### config.mk
export PLATFORM = sky130hd
export DESIGN_NAME = pll_synth_register_calculator_unit
export DESIGN_NICKNAME = d
export VERILOG_FILES = /design/src/rtl/pscu_pkg.sv /design/src/rtl/pscu_cfg.sv /design/src/rtl/pscu_div.sv /design/src/rtl/pll_synth_register_calculator_unit.sv
export SDC_FILE = /design/constraint.sdc
export NUM_CORES = 2
export LEC_CHECK = 0
export ABC_AREA = 1
export BUFFER_PORTS_ARGS = -buffer_cell sky130_fd_sc_hd__buf_2
export CELL_PAD_IN_SITES_DETAIL_PLACEMENT = 2
export CELL_PAD_IN_SITES_GLOBAL_PLACEMENT = 2
export CORE_MARGIN = 4
export CORE_UTILIZATION = 37
export DETAILED_ROUTE_END_ITERATION = 10
export PLACE_DENSITY_LB_ADDON = 0.1
export SYNTH_ARGS = -nofsm -noshare
export SYNTH_HDL_FRONTEND = slang
export SYNTH_SLANG_ARGS = --single-unit
### constraint.sdc
create_clock -name i_clk -period 10 [get_ports i_clk]
set_input_delay 1 -clock i_clk [delete_from_list [all_inputs] [get_ports i_clk]]
set_output_delay 1 -clock i_clk [all_outputs]
set_load 0.05 [all_outputs]
### src/rtl/pscu_pkg.sv
// Package for the synthesizer word calculator: widths, limits, fixed word fields,
// state and select codes, and the structs passed between modules. No dependencies.
`timescale 1ns / 1ps

package pscu_pkg;

    // Field widths
    localparam int FREQ_W   = 33;
    localparam int CHAN_W   = 27;
    localparam int REF_W    = 28;
    localparam int P_W      = 29;
    localparam int RDIV_W   = 10;
    localparam int D_W      = 11;
    localparam int CFG_IDX_W  = 2;
    localparam int CFG_DATA_W = 28;

    // Shared divider and multiplier widths
    localparam int DIVD_W   = 44;
    localparam int DVS_W    = 30;
    localparam int MUL_A_W  = 33;
    localparam int MUL_B_W  = 12;
    localparam int PROD_W   = MUL_A_W + MUL_B_W;

    // Frequency limits in hertz
    localparam logic [FREQ_W-1:0] LOW_HZ     = 33'd34375000;
    localparam logic [FREQ_W-1:0] HIGH_HZ    = 33'd4400000000;
    localparam logic [FREQ_W-1:0] VCO_LOW_HZ = 33'd2200000000;

    // Divider and modulus limits
    localparam logic [11:0] MOD_MAX     = 12'd4095;
    localparam logic [11:0] MOD_MIN     = 12'd2;
    localparam logic [15:0] PRESC_LIMIT = 16'd75;
    localparam logic [15:0] INT_MIN_VAL = 16'd23;
    localparam logic [15:0] INT_SAT     = 16'hFFFF;

    // Reset values of the configuration registers
    localparam logic [REF_W-1:0]  REF_FREQ_RST = 28'd10000000;
    localparam logic [RDIV_W-1:0] R_DIV_RST    = 10'd1;

    // Fixed fields of the control words
    localparam logic [13:0] W2_LOW  = 14'h0DC2;
    localparam logic [19:0] W4_LOW  = 20'h0003C;
    localparam logic [31:0] W3_WORD = 32'h0060_0003;
    localparam logic [31:0] W5_WORD = 32'h0040_0005;
    localparam logic [2:0]  W1_CTRL = 3'd1;

    // Configuration register indexes
    typedef enum logic [CFG_IDX_W-1:0] {
        CFG_REF_FREQ = 2'd0,
        CFG_DOUBLER  = 2'd1,
        CFG_HALVE    = 2'd2,
        CFG_R_DIV    = 2'd3
    } t_cfg_idx;

    // Sequencer states
    typedef enum logic [3:0] {
        ST_IDLE,
        ST_CHECK,
        ST_MUL_VD,
        ST_DIV_INT_GO,
        ST_DIV_INT,
        ST_MODE,
        ST_MUL_DD,
        ST_MOD_GO,
        ST_DIV_MOD,
        ST_MUL_RM,
        ST_FRAC_GO,
        ST_DIV_FRAC,
        ST_CARRY,
        ST_PACK,
        ST_OUT
    } t_state;

    // Multiplier operand select
    typedef enum logic [1:0] {
        MUL_NONE,
        MUL_VD,
        MUL_DD,
        MUL_RM
    } t_mul_sel;

    // Configuration register contents
    typedef struct packed {
        logic [REF_W-1:0]  ref_freq_hz;
        logic              ref_doubler;
        logic              ref_halve;
        logic [RDIV_W-1:0] r_divider;
    } t_cfg;

    // Divider status
    typedef struct packed {
        logic busy;
        logic done;
    } t_div_stat;

endpackage

### src/rtl/pscu_cfg.sv
// Configuration register file of the synthesizer word calculator.
// Depends on pscu_pkg for widths, index codes and the register struct.
`timescale 1ns / 1ps

module pscu_cfg (
    input  logic                                i_clk,
    input  logic                                i_rst_n,
    input  logic                                i_cfg_we,
    input  logic [pscu_pkg::CFG_IDX_W-1:0]      i_cfg_idx,
    input  logic [pscu_pkg::CFG_DATA_W-1:0]     i_cfg_wdata,
    output pscu_pkg::t_cfg                      o_cfg
);

    pscu_pkg::t_cfg r_cfg;
    pscu_pkg::t_cfg n_cfg;

    // Decode the write
    always_comb begin
        n_cfg = r_cfg;
        if (i_cfg_we) begin
            case (pscu_pkg::t_cfg_idx'(i_cfg_idx))
                pscu_pkg::CFG_REF_FREQ: n_cfg.ref_freq_hz = i_cfg_wdata[pscu_pkg::REF_W-1:0];
                pscu_pkg::CFG_DOUBLER:  n_cfg.ref_doubler = i_cfg_wdata[0];
                pscu_pkg::CFG_HALVE:    n_cfg.ref_halve   = i_cfg_wdata[0];
                pscu_pkg::CFG_R_DIV:    n_cfg.r_divider   = i_cfg_wdata[pscu_pkg::RDIV_W-1:0];
                default: ;
            endcase
        end
    end

    // Hold the registers
    always_ff @(posedge i_clk) begin
        if (!i_rst_n) begin
            r_cfg.ref_freq_hz <= pscu_pkg::REF_FREQ_RST;
            r_cfg.ref_doubler <= 1'b0;
            r_cfg.ref_halve   <= 1'b0;
            r_cfg.r_divider   <= pscu_pkg::R_DIV_RST;
        end else begin
            r_cfg <= n_cfg;
        end
    end

    assign o_cfg = r_cfg;

endmodule

### src/rtl/pscu_div.sv
// Shared restoring divider: one quotient bit per cycle over the full dividend width.
// Depends on pscu_pkg for the operand widths and the status struct.
`timescale 1ns / 1ps

module pscu_div (
    input  logic                             i_clk,
    input  logic                             i_rst_n,
    input  logic                             i_start,
    input  logic [pscu_pkg::DIVD_W-1:0]      i_dividend,
    input  logic [pscu_pkg::DVS_W-1:0]       i_divisor,
    output pscu_pkg::t_div_stat              o_stat,
    output logic [pscu_pkg::DIVD_W-1:0]      o_quotient,
    output logic [pscu_pkg::DVS_W-1:0]       o_remainder
);

    localparam int CNT_W = $clog2(pscu_pkg::DIVD_W);
    localparam logic [CNT_W-1:0] LAST_STEP = CNT_W'(pscu_pkg::DIVD_W - 1);

    logic                          r_busy;
    logic                          r_done;
    logic [CNT_W-1:0]              r_cnt;
    logic [pscu_pkg::DIVD_W-1:0]   r_quo;
    logic [pscu_pkg::DVS_W-1:0]    r_rem;
    logic [pscu_pkg::DVS_W-1:0]    r_dvs;

    logic [pscu_pkg::DVS_W:0]      s_shifted;
    logic [pscu_pkg::DVS_W:0]      s_diff;
    logic                          s_ge;
    logic [pscu_pkg::DVS_W-1:0]    n_rem;
    logic [pscu_pkg::DIVD_W-1:0]   n_quo;

    // One restoring step: shift in the next dividend bit, trial subtract
    always_comb begin
        s_shifted = {r_rem, r_quo[pscu_pkg::DIVD_W-1]};
        s_diff    = s_shifted - {1'b0, r_dvs};
        s_ge      = (s_shifted >= {1'b0, r_dvs});
        n_rem     = s_ge ? s_diff[pscu_pkg::DVS_W-1:0] : s_shifted[pscu_pkg::DVS_W-1:0];
        n_quo     = {r_quo[pscu_pkg::DIVD_W-2:0], s_ge};
    end

    // Advance the step counter
    always_ff @(posedge i_clk) begin
        if (!i_rst_n) begin
            r_busy <= 1'b0;
            r_done <= 1'b0;
            r_cnt  <= '0;
        end else begin
            r_done <= 1'b0;
            if (i_start) begin
                r_busy <= 1'b1;
                r_cnt  <= '0;
            end else if (r_busy) begin
                r_cnt <= r_cnt + 1'b1;
                if (r_cnt == LAST_STEP) begin
                    r_busy <= 1'b0;
                    r_done <= 1'b1;
                end
            end
        end
    end

    // Load operands, then iterate
    always_ff @(posedge i_clk) begin
        if (i_start) begin
            r_quo <= i_dividend;
            r_rem <= '0;
            r_dvs <= i_divisor;
        end else if (r_busy) begin
            r_quo <= n_quo;
            r_rem <= n_rem;
        end
    end

    assign o_stat.busy = r_busy;
    assign o_stat.done = r_done;
    assign o_quotient  = r_quo;
    assign o_remainder = r_rem;

endmodule

### src/rtl/pll_synth_register_calculator_unit.sv
// Top level of the fractional-N synthesizer control word calculator.
// Depends on pscu_pkg, pscu_cfg (register file) and pscu_div (shared divider).
`timescale 1ns / 1ps

// Turns a requested output frequency and channel spacing into six 32-bit synthesizer
// control words, one result item per input item. The block takes one item at a time.
// In fractional mode three divisions (INT, MOD, FRAC) of 44 steps each run on the one
// shared restoring divider; MOD is skipped when the reference is below twice the
// spacing times the reference divider. In integer mode (spacing below 2) only the INT
// division runs. An out-of-range frequency goes straight to the result, and a zero
// reference skips the divisions. The next item is accepted in the cycle after the
// result is loaded. The result sits in an output register, so the next item may
// enter while it waits to be taken; a result that cannot be loaded holds the sequencer.
// A failed range check returns status 1 with the previous words, all zero after reset.

module pll_synth_register_calculator_unit (
    input  logic                                i_clk,
    input  logic                                i_rst_n,
    // configuration
    input  logic                                i_cfg_we,
    input  logic [pscu_pkg::CFG_IDX_W-1:0]      i_cfg_idx,
    input  logic [pscu_pkg::CFG_DATA_W-1:0]     i_cfg_wdata,
    // input items
    input  logic                                i_in_valid,
    output logic                                o_in_stall,
    input  logic [pscu_pkg::FREQ_W-1:0]         i_out_freq_hz,
    input  logic [pscu_pkg::CHAN_W-1:0]         i_chan_spacing_hz,
    // result items
    output logic                                o_out_valid,
    input  logic                                i_out_stall,
    output logic                                o_status,
    output logic [31:0]                         o_word0,
    output logic [31:0]                         o_word1,
    output logic [31:0]                         o_word2,
    output logic [31:0]                         o_word3,
    output logic [31:0]                         o_word4,
    output logic [31:0]                         o_word5
);

    pscu_pkg::t_cfg        s_cfg;
    pscu_pkg::t_div_stat   s_div_stat;
    logic [pscu_pkg::DIVD_W-1:0] s_quo;
    logic [pscu_pkg::DVS_W-1:0]  s_dvd_rem;

    // Sequencer and datapath registers
    pscu_pkg::t_state                r_state, n_state;
    logic [pscu_pkg::FREQ_W-1:0]     r_f, n_f;
    logic [pscu_pkg::CHAN_W-1:0]     r_ch, n_ch;
    logic [2:0]                      r_sel, n_sel;
    logic [pscu_pkg::FREQ_W-1:0]     r_vco, n_vco;
    logic [pscu_pkg::P_W-1:0]        r_p, n_p;
    logic [pscu_pkg::D_W-1:0]        r_d, n_d;
    logic [pscu_pkg::PROD_W-1:0]     r_prod, n_prod;
    logic [pscu_pkg::DIVD_W-1:0]     r_nint, n_nint;
    logic [pscu_pkg::P_W-1:0]        r_rem, n_rem;
    logic [11:0]                     r_mod, n_mod;
    logic [11:0]                     r_frac, n_frac;
    logic                            r_status, n_status;
    logic [31:0]                     r_last [0:5];
    logic [31:0]                     n_last [0:5];
    logic                            r_out_valid;
    logic                            r_out_status;
    logic [31:0]                     r_out_word [0:5];

    // Control outputs of the sequencer
    logic                            s_out_load;
    logic                            s_div_start;
    logic [pscu_pkg::DIVD_W-1:0]     s_div_dividend;
    logic [pscu_pkg::DVS_W-1:0]      s_div_divisor;
    pscu_pkg::t_mul_sel              s_mul_sel;
    logic [pscu_pkg::MUL_A_W-1:0]    s_mul_a;
    logic [pscu_pkg::MUL_B_W-1:0]    s_mul_b;

    // Decision signals
    logic [pscu_pkg::FREQ_W+5:0]     s_shift [0:6];
    logic [6:0]                      s_hit;
    logic                            s_found;
    logic [2:0]                      s_sel_k;
    logic                            s_range_ok;
    logic                            s_p_zero;
    logic [pscu_pkg::FREQ_W+5:0]     s_two_dd;
    logic                            s_mod_small;
    logic                            s_p89;
    logic [15:0]                     s_int16;
    logic [pscu_pkg::D_W-1:0]        s_d_base;

    pscu_cfg u_cfg (
        .i_clk       (i_clk),
        .i_rst_n     (i_rst_n),
        .i_cfg_we    (i_cfg_we),
        .i_cfg_idx   (i_cfg_idx),
        .i_cfg_wdata (i_cfg_wdata),
        .o_cfg       (s_cfg)
    );

    pscu_div u_div (
        .i_clk       (i_clk),
        .i_rst_n     (i_rst_n),
        .i_start     (s_div_start),
        .i_dividend  (s_div_dividend),
        .i_divisor   (s_div_divisor),
        .o_stat      (s_div_stat),
        .o_quotient  (s_quo),
        .o_remainder (s_dvd_rem)
    );

    // Find the lowest power-of-two divider that lands the oscillator in band
    always_comb begin
        for (int k = 0; k < 7; k++) begin
            s_shift[k] = {6'd0, r_f} << k;
            s_hit[k]   = (s_shift[k] >= {6'd0, pscu_pkg::VCO_LOW_HZ})
                      && (s_shift[k] <= {6'd0, pscu_pkg::HIGH_HZ});
        end
        s_found = |s_hit;
        s_sel_k = '0;
        for (int k = 6; k >= 0; k--) begin
            if (s_hit[k]) begin
                s_sel_k = 3'(k);
            end
        end
    end

    // Range check, zero reference, modulus bound and prescaler decisions
    always_comb begin
        s_range_ok  = (r_f >= pscu_pkg::LOW_HZ) && (r_f <= pscu_pkg::HIGH_HZ) && s_found;
        s_p_zero    = (r_p == '0);
        s_two_dd    = {r_prod[37:0], 1'b0};
        s_mod_small = ({10'd0, r_p} < s_two_dd);
        s_p89       = (r_nint > 44'(pscu_pkg::PRESC_LIMIT));
        if (r_nint > 44'(pscu_pkg::INT_SAT)) begin
            s_int16 = pscu_pkg::INT_SAT;
        end else if (!s_p89 && (r_nint < 44'(pscu_pkg::INT_MIN_VAL))) begin
            s_int16 = pscu_pkg::INT_MIN_VAL;
        end else begin
            s_int16 = r_nint[15:0];
        end
        s_d_base = (s_cfg.r_divider == '0) ? 11'd1 : {1'b0, s_cfg.r_divider};
    end

    // Next state
    always_comb begin
        n_state = r_state;
        case (r_state)
            pscu_pkg::ST_IDLE:       if (i_in_valid) n_state = pscu_pkg::ST_CHECK;
            pscu_pkg::ST_CHECK:      n_state = s_range_ok ? pscu_pkg::ST_MUL_VD
                                                          : pscu_pkg::ST_OUT;
            pscu_pkg::ST_MUL_VD:     n_state = pscu_pkg::ST_DIV_INT_GO;
            pscu_pkg::ST_DIV_INT_GO: n_state = s_p_zero ? pscu_pkg::ST_MODE
                                                        : pscu_pkg::ST_DIV_INT;
            pscu_pkg::ST_DIV_INT:    if (s_div_stat.done) n_state = pscu_pkg::ST_MODE;
            pscu_pkg::ST_MODE:       n_state = (r_ch < 27'd2) ? pscu_pkg::ST_CARRY
                                                              : pscu_pkg::ST_MUL_DD;
            pscu_pkg::ST_MUL_DD:     n_state = pscu_pkg::ST_MOD_GO;
            pscu_pkg::ST_MOD_GO:     n_state = s_mod_small ? pscu_pkg::ST_MUL_RM
                                                           : pscu_pkg::ST_DIV_MOD;
            pscu_pkg::ST_DIV_MOD:    if (s_div_stat.done) n_state = pscu_pkg::ST_MUL_RM;
            pscu_pkg::ST_MUL_RM:     n_state = pscu_pkg::ST_FRAC_GO;
            pscu_pkg::ST_FRAC_GO:    n_state = s_p_zero ? pscu_pkg::ST_CARRY
                                                        : pscu_pkg::ST_DIV_FRAC;
            pscu_pkg::ST_DIV_FRAC:   if (s_div_stat.done) n_state = pscu_pkg::ST_CARRY;
            pscu_pkg::ST_CARRY:      n_state = pscu_pkg::ST_PACK;
            pscu_pkg::ST_PACK:       n_state = pscu_pkg::ST_OUT;
            pscu_pkg::ST_OUT:        if (!r_out_valid || !i_out_stall) n_state = pscu_pkg::ST_IDLE;
            default:                 n_state = pscu_pkg::ST_IDLE;
        endcase
    end

    // Sequencer outputs: result load, divider start and operands, multiplier select
    always_comb begin
        s_out_load     = 1'b0;
        s_div_start    = 1'b0;
        s_div_dividend = '0;
        s_div_divisor  = '0;
        s_mul_sel      = pscu_pkg::MUL_NONE;
        case (r_state)
            pscu_pkg::ST_MUL_VD: begin
                s_mul_sel = pscu_pkg::MUL_VD;
            end
            pscu_pkg::ST_DIV_INT_GO: begin
                s_div_start    = !s_p_zero;
                s_div_dividend = r_prod[pscu_pkg::DIVD_W-1:0];
                s_div_divisor  = 30'(r_p);
            end
            pscu_pkg::ST_MUL_DD: begin
                s_mul_sel = pscu_pkg::MUL_DD;
            end
            pscu_pkg::ST_MOD_GO: begin
                s_div_start    = !s_mod_small;
                s_div_dividend = 44'({r_p, 1'b0}) + 44'(r_prod[37:0]);
                s_div_divisor  = s_two_dd[pscu_pkg::DVS_W-1:0];
            end
            pscu_pkg::ST_MUL_RM: begin
                s_mul_sel = pscu_pkg::MUL_RM;
            end
            pscu_pkg::ST_FRAC_GO: begin
                s_div_start    = !s_p_zero;
                s_div_dividend = 44'({r_prod[40:0], 1'b0}) + 44'(r_p);
                s_div_divisor  = {r_p, 1'b0};
            end
            pscu_pkg::ST_OUT: begin
                s_out_load = !r_out_valid || !i_out_stall;
            end
            default: ;
        endcase
    end

    // Shared multiplier operand select
    always_comb begin
        case (s_mul_sel)
            pscu_pkg::MUL_VD: begin
                s_mul_a = r_vco;
                s_mul_b = 12'(r_d);
            end
            pscu_pkg::MUL_DD: begin
                s_mul_a = 33'(r_ch);
                s_mul_b = 12'(r_d);
            end
            pscu_pkg::MUL_RM: begin
                s_mul_a = 33'(r_rem);
                s_mul_b = r_mod;
            end
            default: begin
                s_mul_a = '0;
                s_mul_b = '0;
            end
        endcase
        n_prod = pscu_pkg::PROD_W'(s_mul_a) * pscu_pkg::PROD_W'(s_mul_b);
    end

    // Datapath next values
    always_comb begin
        n_f      = r_f;
        n_ch     = r_ch;
        n_sel    = r_sel;
        n_vco    = r_vco;
        n_p      = r_p;
        n_d      = r_d;
        n_nint   = r_nint;
        n_rem    = r_rem;
        n_mod    = r_mod;
        n_frac   = r_frac;
        n_status = r_status;
        for (int i = 0; i < 6; i++) begin
            n_last[i] = r_last[i];
        end
        case (r_state)
            pscu_pkg::ST_IDLE: begin
                n_f  = i_out_freq_hz;
                n_ch = i_chan_spacing_hz;
            end
            pscu_pkg::ST_CHECK: begin
                n_status = !s_range_ok;
                n_sel    = s_sel_k;
                n_vco    = s_shift[s_sel_k][pscu_pkg::FREQ_W-1:0];
                n_p      = s_cfg.ref_doubler ? {s_cfg.ref_freq_hz, 1'b0}
                                             : {1'b0, s_cfg.ref_freq_hz};
                n_d      = s_cfg.ref_halve ? {s_d_base[pscu_pkg::D_W-2:0], 1'b0} : s_d_base;
            end
            pscu_pkg::ST_DIV_INT_GO: begin
                if (s_p_zero) begin
                    n_nint = 44'(pscu_pkg::INT_SAT);
                    n_rem  = '0;
                end
            end
            pscu_pkg::ST_DIV_INT: begin
                if (s_div_stat.done) begin
                    n_nint = s_quo;
                    n_rem  = s_dvd_rem[pscu_pkg::P_W-1:0];
                end
            end
            pscu_pkg::ST_MODE: begin
                n_mod  = pscu_pkg::MOD_MIN;
                n_frac = '0;
            end
            pscu_pkg::ST_MOD_GO: begin
                n_mod = pscu_pkg::MOD_MIN;
            end
            pscu_pkg::ST_DIV_MOD: begin
                if (s_div_stat.done) begin
                    n_mod = (s_quo > 44'(pscu_pkg::MOD_MAX)) ? pscu_pkg::MOD_MAX : s_quo[11:0];
                end
            end
            pscu_pkg::ST_FRAC_GO: begin
                n_frac = '0;
            end
            pscu_pkg::ST_DIV_FRAC: begin
                if (s_div_stat.done) begin
                    n_frac = s_quo[11:0];
                end
            end
            pscu_pkg::ST_CARRY: begin
                // Fold a rounded-up fraction into INT
                if (r_frac >= r_mod) begin
                    n_frac = '0;
                    n_nint = r_nint + 1'b1;
                end
            end
            pscu_pkg::ST_PACK: begin
                n_last[0] = {1'b0, s_int16, r_frac, 3'd0};
                n_last[1] = {4'd0, s_p89, 11'd0, 1'b1, r_mod, pscu_pkg::W1_CTRL};
                n_last[2] = {6'd0, s_cfg.ref_doubler, s_cfg.ref_halve, s_cfg.r_divider,
                             pscu_pkg::W2_LOW};
                n_last[3] = pscu_pkg::W3_WORD;
                n_last[4] = {8'd0, 1'b1, r_sel, pscu_pkg::W4_LOW};
                n_last[5] = pscu_pkg::W5_WORD;
            end
            default: ;
        endcase
    end

    // Control state and word store
    always_ff @(posedge i_clk) begin
        if (!i_rst_n) begin
            r_state     <= pscu_pkg::ST_IDLE;
            r_out_valid <= 1'b0;
            for (int i = 0; i < 6; i++) begin
                r_last[i] <= '0;
            end
        end else begin
            r_state <= n_state;
            for (int i = 0; i < 6; i++) begin
                r_last[i] <= n_last[i];
            end
            if (s_out_load) begin
                r_out_valid <= 1'b1;
            end else if (!i_out_stall) begin
                r_out_valid <= 1'b0;
            end
        end
    end

    // Datapath payload
    always_ff @(posedge i_clk) begin
        r_f      <= n_f;
        r_ch     <= n_ch;
        r_sel    <= n_sel;
        r_vco    <= n_vco;
        r_p      <= n_p;
        r_d      <= n_d;
        r_prod   <= n_prod;
        r_nint   <= n_nint;
        r_rem    <= n_rem;
        r_mod    <= n_mod;
        r_frac   <= n_frac;
        r_status <= n_status;
    end

    // Output register
    always_ff @(posedge i_clk) begin
        if (s_out_load) begin
            r_out_status <= r_status;
            for (int i = 0; i < 6; i++) begin
                r_out_word[i] <= r_last[i];
            end
        end
    end

    assign o_in_stall  = (r_state != pscu_pkg::ST_IDLE);
    assign o_out_valid = r_out_valid;
    assign o_status    = r_out_status;
    assign o_word0     = r_out_word[0];
    assign o_word1     = r_out_word[1];
    assign o_word2     = r_out_word[2];
    assign o_word3     = r_out_word[3];
    assign o_word4     = r_out_word[4];
    assign o_word5     = r_out_word[5];

endmodule

==> run metrics <==
Setup WS pre-CTS=0.650 ns; Distinct cells, synth=57; post-synthesis sequential area ratio=32.9%; Antenna Cells=0; Psw=4.57 mW; ys async rst share=0%; initial core utilization=37.2%; met2 GRT Util=52.0%; length of the first detailed-routing pass in iterations=5; antenna viol nets, final=0; Leak Pwr=21.9 nW; top_reg_cell synth=edfxtp_1; status=finished, final reports clean; Worst-Margin Slew=1.27 ns; Area Overhead vs Synth=9.34%; GP Congestion=0.922; Finish-stage setup viols=0; Final Cycle Share=94.6%; clock-pin transition on the worst setup and hold timing paths=0.06 ns; combinational power share=37.3%; ratio of cells with drive above 1 in the final layout=6.69%; die area=126000 sq um; final worst path period need=9.46 ns; Avg Cell Area, Syn=7.79 sq um; Layout Cell Area excl Fill=48800 sq um; I/O Buffers=173; Hold-fix buffers, CTS=0; min-delay worst type=reg -> reg; Worst Path Buf+Inv=9; cells after synthesis=5722; Pwr per Cell Area=208 nW/um^2; Routed WL per cell=24.5 um; met3 Use GR=2.88%; most used cell, CP=inv_1; #FFs+latches synth=550; initial drt markers=2223; maximum level of the CTS H-tree=3; EDFF count, synth=366; max incr delay on CP=0.73 ns; Layout fillers=13.9k; Post-Layout Cell Count=7455; Flop pwr share=37.3%; final slew viol count=0; skew final=0.0544 ns; endpoints failing hold=0; Setup TNS=0 ns; NumNets Final=6409; Yosys top cell by area=edfxtp_1; vias in the first global route=43.4k; I/O pin cnt=290; drt total wl=183 mm; # rows=127; count leader, synth=nand2_1; DP Cell Count=7332; clock tree buffer depth=3; Die Wd=355 um; Clock power frac=25.4%; MaxCap Viol Count=0; startpoint class of the critical path=register; CP endpoint kind=register; worst ir drop on vdd=0.000171 V; Mapped Area=44600 sq um; GR peak layer=met2; WP data required=10.55 ns; Die Height=355 um; routed vias=39.5k; final hold slack=0.428 ns; RSZ-0062 raised after global routing=no; met1 GRT Util=35.7%; Synth top area share=24.6%; HPWL after detailed placement=148 mm; Commonest cells post-synth=1377 x nand2_1, 903 x inv_1, 557 x nor2_1; cell family with most CP delay=adder cells; final routed DRC violation total=0; setup repair bufs after CTS=0; # resized after CTS=0; core area=120000 sq um; switching portion of total power=45.1%; Cell Area, Placed=46500 sq um; # clock sinks=550; GR Overflow Total=0; overall routing resource usage=28.6%; Clk Latency, worst-skew pair=0.69 ns; critical path arrival=10.01 ns; CTS tree=done; Relative slew margins=15.3%; CTS Buf Count=67; top area cells in the synthesized netlist=edfxtp_1 25%, fa_1 14%, nand2_1 12%, dfxtp_1 8.3%, inv_1 7.6%; Vias/cell=5.30; slowest stage cell, crit path=inv_1; Yosys Warn Count=0; worst setup margin=0.536 ns; largest net degree at the start of global routing=99; clock root buffer=clkbuf_16; CP Max Fanout=19; Power Internal=5.57 mW; Max Clk Rate=106 MHz; WS Path Type=reg -> reg; first-pass GRT wire length=275 mm; initial antenna violation count=3
==> placed cells by master (no fill, tap or decap), types with 15 or more instances in the layout <==
cell and count:
nor2_2 18, conb_1 116, nand3_1 254, edfxtp_1 366, o21a_1 16, nand2_1 1375, clkbuf_16 70, fa_1 312
o21ai_0 334, nor3_1 71, ha_1 213, nor2_1 546, a21oi_1 302, clkinv_1 29, o211ai_1 41, o21bai_1 15
xor2_1 50, buf_4 36, inv_2 19, nand4_1 58, xnor2_1 29, nor4_1 44, o221ai_1 50, a21o_1 22
dfxtp_1 183, inv_1 901, buf_2 173, a31oi_1 29
==> final timing paths <==
check	start	endpoint	slack [ns]	cells past startpoint
max	r_state[3]	r_prod[29]	0.54	32
min	r_last[2][20]	r_out_word[2][20]	0.43	0
max reg2reg	r_state[3]	r_prod[29]	0.54	32
min reg2reg	r_last[2][20]	r_out_word[2][20]	0.43	0
==> power by group through the flow <==
stage               registers (mW)  logic (mW)  clock network (mW)
floorplan                     3.43        2.68                   0
CTS                           3.78        3.81                2.64
global route                  3.82        4.22                2.73
global placement              3.81        3.65                   0
finish                        3.78        3.78                2.58
detailed placement            3.82        3.77                   0
==> area by class of cell <==
cell class	count	area (sq um)	share of cell area, %
clock buffer	87	1900	3.89
clock inverter	36	414	0.849
inverter	945	3550	7.27
multi-input combinational	4016	25100	51.4
sequential	550	14700	30.1
tap	1612	2020	4.14
timing repair buffer	209	1140	2.33
==> layer usage <==
layer	wire, um	vias to the layer above
li1	-	18300
met4	6100	2
met5	13	-
met3	5350	208
met2	93300	660
met1	77900	20400
==> through the flow <==
step | total power [mW] | util (%)
after detailed placement | 7.59 | 38.8
final | 10.1 | 40.7
after CTS | 10.2 | 40.7
after global placement | 7.47 | 38.8
after floorplan | 6.12 | -
after global routing | 10.8 | 40.7
==> sequential cells by signal (all words and copies together), names as in the netlist, 12 cells and up <==
register	count
u_div.o_remainder	30
r_nint	44
r_vco	33
r_last	57
r_ch	27
r_p	29
r_rem	29
u_cfg.o_cfg	40
r_out_word	57
u_div.o_quotient	44
r_frac	12
r_f	33
r_mod	12
u_div.r_dvs	30
r_prod	44
==> logic make-up (layout without fill, tap and decap cells) <==
group / count (synthesis) / in the layout / share of synthesized area [%]
simple gates: 2417 / 2417 / 22.2
fa+ha+maj: 525 / 525 / 20.0
buf+inv: 1271 / 1277 / 12.1
xor+xnor: 79 / 79 / 1.55
flops: 550 / 550 / 32.9
other cells: 1 / 116 / 0.00841
compound gates: 879 / 879 / 11.3
Power figures use the tool's default switching activity.
